**src/qte_pkg.sv**
```systemverilog
// ----------------------------------------------------------------------------
// qte_pkg: quaternion to Euler angle converter shared definitions
// Widths, angle constants, arctangent table and rounding for RTL and checker.
// ----------------------------------------------------------------------------
package qte_pkg;

    localparam int CORDIC_STAGES = 16;
    localparam int SQ_STEPS      = 29;
    localparam int XW            = 38;
    localparam int ZW            = 28;
    localparam int SW            = 35;
    localparam int RW            = 33;
    localparam int QW            = 29;
    localparam int RADW          = 58;
    localparam int SHW           = 5;

    localparam logic signed [ZW-1:0] PI_Q24      = 28'sd52707179;
    localparam logic signed [ZW-1:0] HALF_PI_Q24 = 28'sd26353589;
    localparam logic signed [SW-1:0] ONE_Q28     = 35'sd268435456;

    typedef struct packed {
        logic signed [SW-1:0] ay;
        logic signed [SW-1:0] ax;
        logic signed [SW-1:0] by;
        logic signed [SW-1:0] bx;
        logic signed [SW-1:0] s;
        logic                 flag;
    } t_side;

    function automatic logic signed [ZW-1:0] atan_q24(input logic [SHW-1:0] i);
        logic signed [ZW-1:0] r;
        case (i)
            5'd0:    r = 28'sd13176795;
            5'd1:    r = 28'sd7778716;
            5'd2:    r = 28'sd4110060;
            5'd3:    r = 28'sd2086331;
            5'd4:    r = 28'sd1047214;
            5'd5:    r = 28'sd524117;
            5'd6:    r = 28'sd262123;
            5'd7:    r = 28'sd131069;
            5'd8:    r = 28'sd65536;
            5'd9:    r = 28'sd32768;
            5'd10:   r = 28'sd16384;
            5'd11:   r = 28'sd8192;
            5'd12:   r = 28'sd4096;
            5'd13:   r = 28'sd2048;
            5'd14:   r = 28'sd1024;
            5'd15:   r = 28'sd512;
            5'd16:   r = 28'sd256;
            5'd17:   r = 28'sd128;
            5'd18:   r = 28'sd64;
            5'd19:   r = 28'sd32;
            5'd20:   r = 28'sd16;
            5'd21:   r = 28'sd8;
            5'd22:   r = 28'sd4;
            5'd23:   r = 28'sd2;
            default: r = '0;
        endcase
        return r;
    endfunction

    // Q24 to Q3.13, round half up
    function automatic logic [15:0] round_q13(input logic signed [ZW-1:0] v);
        logic signed [ZW-1:0] sum;
        logic signed [ZW-1:0] sh;
        sum = v + ZW'(1024);
        sh  = sum >>> 11;
        return sh[15:0];
    endfunction

endpackage

```
**src/qte_sqrt_cell.sv**
```systemverilog
// ----------------------------------------------------------------------------
// qte_sqrt_cell: one digit of the integer square root chain
// Takes two radicand bits, yields one root bit, carries the side payload.
// ----------------------------------------------------------------------------
module qte_sqrt_cell (
    input  logic                   i_clk,
    input  logic                   i_en,
    input  logic [qte_pkg::RW-1:0]   i_rem,
    input  logic [qte_pkg::QW-1:0]   i_root,
    input  logic [qte_pkg::RADW-1:0] i_rad,
    input  qte_pkg::t_side           i_side,
    output logic [qte_pkg::RW-1:0]   o_rem,
    output logic [qte_pkg::QW-1:0]   o_root,
    output logic [qte_pkg::RADW-1:0] o_rad,
    output qte_pkg::t_side           o_side
);
    import qte_pkg::*;

    logic [RW-1:0]   w_rem_sh;
    logic [RW-1:0]   w_trial;
    logic [RW-1:0]   n_rem;
    logic [QW-1:0]   n_root;
    logic [RW-1:0]   r_rem;
    logic [QW-1:0]   r_root;
    logic [RADW-1:0] r_rad;
    t_side           r_side;

    always_comb begin
        w_rem_sh = {i_rem[RW-3:0], i_rad[RADW-1:RADW-2]};
        w_trial  = RW'({i_root, 2'b01});
        if (w_rem_sh >= w_trial) begin
            n_rem  = w_rem_sh - w_trial;
            n_root = {i_root[QW-2:0], 1'b1};
        end else begin
            n_rem  = w_rem_sh;
            n_root = {i_root[QW-2:0], 1'b0};
        end
    end

    always_ff @(posedge i_clk) begin
        if (i_en) begin
            r_rem  <= n_rem;
            r_root <= n_root;
            r_rad  <= {i_rad[RADW-3:0], 2'b00};
            r_side <= i_side;
        end
    end

    assign o_rem  = r_rem;
    assign o_root = r_root;
    assign o_rad  = r_rad;
    assign o_side = r_side;
endmodule

```
**config.mk**
```make
export PLATFORM = sky130hd
export DESIGN_NAME = qte_sqrt_cell
export DESIGN_NICKNAME = d
export VERILOG_FILES = /design/src/qte_pkg.sv /design/src/qte_sqrt_cell.sv
export SDC_FILE = /design/constraint.sdc
export NUM_CORES = 1
export LEC_CHECK = 0
export BUFFER_PORTS_ARGS = -buffer_cell sky130_fd_sc_hd__buf_2
export CAP_MARGIN = 5
export CORE_AREA = 5 5 231 233
export DETAILED_ROUTE_END_ITERATION = 7
export DIE_AREA = 0 0 236 238
export PLACE_DENSITY = 0.56
export RECOVER_POWER = 25
export SYNTH_ARGS = -nofsm -noshare
export SYNTH_HDL_FRONTEND = slang
export SYNTH_SLANG_ARGS = --single-unit
```
**constraint.sdc**
```tcl
create_clock -name i_clk -period 4.1 [get_ports i_clk]
set_clock_uncertainty 0.2 [all_clocks]
set_input_delay 0.41 -clock i_clk [delete_from_list [all_inputs] [get_ports i_clk]]
set_output_delay 0.41 -clock i_clk [all_outputs]
set_load 0.02 [all_outputs]
```
; ---- Word-level counts from Yosys, hierarchy flattened
; Cells that the tools add are included.
[classes]
addsub = 1
order_cmp = 1
n_mux = 2
[ops]
columns = op, count
row1 = 33-bit by 31-bit >= comparator with 1-bit output, 1
row2 = 33-bit 2-to-1 mux, 1
row3 = 33-bit by 31-bit subtractor with 33-bit output, 1
row4 = 1-bit 2-to-1 mux, 1
[totals]
ff_bits = 294
input_bits = 298
out_inout_bits = 296

; ---- Longest topological paths before layout
[depth]
ltp_word = 2
ltp_mapped = 13
ltp_nobuf = 10

; ---- Least setup slack after synthesis
; OpenSTA, ideal clock, no wires.
[synth_timing]
path_type = in2reg
from = input i_root[5] (netlist bit)
to = register r_rem[32] (netlist: o_rem[32]) (data pin)
setup_time_ps = 262
t_arrival_ps = 2563
t_required_ps = 3638
setup_slack_ps = 1075
stages = 10
path_buffers = 0
path_cell_list = inv_1 -> ha_1 -> a211oi_2 -> nor2_1 -> or3_1 -> a21o_1 -> a31o_2 -> a31o_1 -> o31a_1 -> mux2_1
[synth_via]
elab_chain_cells = 2
elab_cells_between_ends = 3
classes_between = add/sub: 1 / order compare: 1 / mux: 1
[synth_lines]
columns = item, line
row1 = start: declaration, qte_sqrt_cell.sv:9  ; input logic [qte_pkg::QW-1:0] i_root,
row2 = 33-bit by 31-bit subtractor with 33-bit output / 33-bit by 31-bit >= comparator with 1-bit output (equally long branches), "qte_sqrt_cell.sv:32, qte_sqrt_cell.sv:31"
row3 = 33-bit 2-to-1 mux *, qte_sqrt_cell.sv:31  ; if (w_rem_sh >= w_trial) begin
row4 = named net n_rem[32], qte_sqrt_cell.sv:21  ; logic [RW-1:0] n_rem;
row5 = end signal: assignment, qte_sqrt_cell.sv:42  ; r_rem <= n_rem;
row6 = end: declaration, qte_sqrt_cell.sv:23  ; logic [RW-1:0] r_rem;
; Mark *: on every way through the listed nets, which the timed path passes. The rest lies on a longest branch.
; A chain may end at the register's enable or synchronous reset.

; ---- Worst setup path in the final report
[layout_timing]
from = input i_rem[4] (netlist bit)
to = register r_rem[14] (netlist: o_rem[14]) (data pin)
[layout_via]
elab_chain_cells = 2
elab_cells_between_ends = 3
classes_between = add/sub: 1 / order compare: 1 / mux: 1
[layout_lines]
columns = item, line
row1 = start: declaration, qte_sqrt_cell.sv:8  ; input logic [qte_pkg::RW-1:0] i_rem,
row2 = 33-bit by 31-bit subtractor with 33-bit output / 33-bit by 31-bit >= comparator with 1-bit output (equally long branches), "qte_sqrt_cell.sv:32, qte_sqrt_cell.sv:31"
row3 = 33-bit 2-to-1 mux *, qte_sqrt_cell.sv:31
row4 = named net n_rem[14], qte_sqrt_cell.sv:21
; Marked as above.

==> results.md <==
- Status: finished, violations left
- Failing checks: max-capacitance violations, max-slew violations
- Flops & latches, synth: around 300
- Final-report hold violation count: 0
- Pin count of the biggest net entering global routing: 97
- Total track usage: approximately 17%
- Synth warn: 0
- Ranking of synthesized cells by area: edfxtp_1 (79%), ha_1 (3.5%), nand2_1 (1.6%)
- RSZ-0062 raised after global routing: no
- Critical Path Max Stage Delay: about 0.54 ns
- Row count: 83
- # port buffers: ~600
- Clock-pin slew on the worst setup and hold paths: 0.06 ns
- Final Util: a little under two fifths
- Hold Crit Class: primary input to flip-flop
- Syn_area_per_cell: between 15 and 20 sq um
- Slew headroom: -50.37%
- Pwr dens: 440.5 mW/mm^2
- Global route overflow: 0
- Post-Synthesis Cells: 658
- Die height: roughly 240 um
- Async set or reset register ratio after synthesis: 0%
- Crit-path cells: dlygate4sd3_1 > buf_2 > ha_1 > a21o_1 > a221o_1 > a211oi_1 > o21a_1 > o211a_1 > o31a_2 > buf_4 > o21ai_0
- DRT antenna net count: 0
- Clock Path Buffers: 3
- Top-level port count: 594
- Number of enable flip-flop cells after synthesis: roughly 300
- Synth area leader: edfxtp_1
- Die X: between 200 and 250 um
- Min cycle time layout: roughly 3.7 ns
- Initial DRC count: between 500 and 600
- Drt pass-1 iters: 5
- Root Driver: clkbuf_16
- Final setup viols: 0
- Startpoint types: primary input
- Starting Density: 21.79%
- Crit end category: flip-flop
- Vias in the first global route: just under 10k
- Nets: approximately 1.9k
- Post-CTS setup buffer count: 0
- WP data arrival: between 3 and 4 ns
- Clk sinks: between 200 and 300
- Fmax achieved: 0.2721 GHz
- Synth Flop Type: edfxtp_1
- Slowest CP cell: dlygate4sd3_1
- Max VDD drop: between 200 and 300 uV
- WL per Instance: 21.68 um
- Post-CTS Resized: 0
- Post-synth top area share: 79.44%
- H-Tree Depth: 2
- Max-cap violations: 1
- Worst EP required: roughly 4.2 ns
- Placer's final routability congestion estimate: 0.8935
- Cell Area, Synth: ~0.011 sq mm
- DIE AREA: about 0.056 sq mm
- CTS Buf Count: 35
- DRC violations left: 0
- Crit path max fanout: 30
- Global-route wire length before repair: 68.82 mm
- Core Footprint: about 0.051 sq mm
- Post-synthesis cell type count: 54
- Routed via count: approximately 9.4k
- Hpwl dp: approximately 37 mm
- Final Max Slew Viols: 75
- Antenna violations before repair: 11
- P_leak: between 8 and 9 nW
- WL final: 49.43 mm
- Critical setup path kind: primary input to flip-flop
- Layout cells sized above 1: between 40% and 50%
- Mean number of vias per cell: 4.134
- Crit share post-route: between 80 and 90%
- Post-synthesis sequential area ratio: approximately four fifths
- Slew at the pin with the worst max-slew slack: around 2.3 ns
- Area grow syn2layout: 70.47%
- Hold_buf cts: 288
- CTS tree: built
- Sum of negative setup slack: 0 ns
-- power by group --
part | leakage (nW) | internal (mW) | switching [mW] | total, mW
registers | 2.88 | 3.62 | 0.0713 | 3.69
logic | 4.62 | 0.604 | 0.929 | 1.53
clock network | 0.551 | 1.82 | 1.30 | 3.12
total | 8.05 | 6.04 | 2.30 | 8.34
-- critical path, delay by kind of cell --
| kind | cells | cell delay (ns) |
|---|---|---|
| adder cells (fa/ha/maj) | 1 | 0.37 |
| AO/OA/AOI/OAI | 7 | 1.87 |
| buffers and inverters | 3 | 1.06 |
-- final timing paths --
path,from,end,cells past startpoint
worst min-delay path,i_rad[56],o_rem[0],2
worst max-delay path,i_rem[4],o_rem[14],11
-- per-layer routing --
metal	track usage, %	routed length (um)	vias up	part of all wire (%)
li1	-	-	4334	-
met1	17.88	17760	4613	36
met2	30.79	26390	399	53
met3	4.820	3409	72	6.9
met4	6.017	1818	8	3.7
met5	0	51	-	0.10
-- registers in the layout (all words and copies together) (netlist names) --
signal	count
o_root	29
o_side	176
o_rem	33
o_rad	56
-- logic make-up (layout without fill, tap and decap cells) --
group,after synthesis,count (layout),synth area share [%]
flops,294,294,79.44
simple gates,130,130,5.528
compound gates,115,115,6.665
buf+inv,53,985,2.026
fa+ha+maj,31,31,3.490
xor+xnor,26,26,2.049
mux,8,8,0.7656
other cells,1,11,0.03374
-- cell usage after synthesis (4+ instances only) --
cell type  instances
or2_2              5
ha_1              31
a211oi_1           4
and3_1             7
mux2i_1            4
nand3_1           12
xnor2_1           13
nor2_1            24
a31oi_1            5
nand2_1           47
nor3_1            12
o21ai_0           27
a21oi_1           26
clkbuf_1           8
inv_1             37
edfxtp_1         294
xor2_1            13
a21o_1            17
nand2b_1           6
o21ai_1           13
-- layout by cell type (no fill, tap or decap), drive strengths merged, types with 13 or more instances in the layout --
master and n:
buf 577, edfxtp 294, dlygate4sd3 288, clkbuf 61, nand2 48, inv 42, o21ai 40, ha 31
a21oi 26, nor2 25, a21o 17, xnor2 13, xor2 13
-- through the flow --
step	cells	total power [mW]	setup WS, ns	hold WS [ns]	area, sq um
floorplan	659	4.395	1.075	0.3089	11120
global placement	1922	5.050	0.3840	0.3876	14940
detailed placement	1922	5.058	0.3701	0.3883	14940
CTS	2271	8.494	0.4063	0.005248	18960
global route	2275	8.706	0.1802	0.02055	18930
finish	2280	8.345	0.4251	0.05136	18940
-- area by class of cell --
type                       instances  area (sq um)
inverter                          38         142.6
clock inverter                    21         221.5
fill                            4953         32050
timing repair buffer             886          5898
multi-input combinational        312          2064
antenna                            9         22.52
tap                              680         850.8
clock buffer                      40         915.9
sequential                       294          8828
No activity file was read; power rests on OpenSTA's default activity.
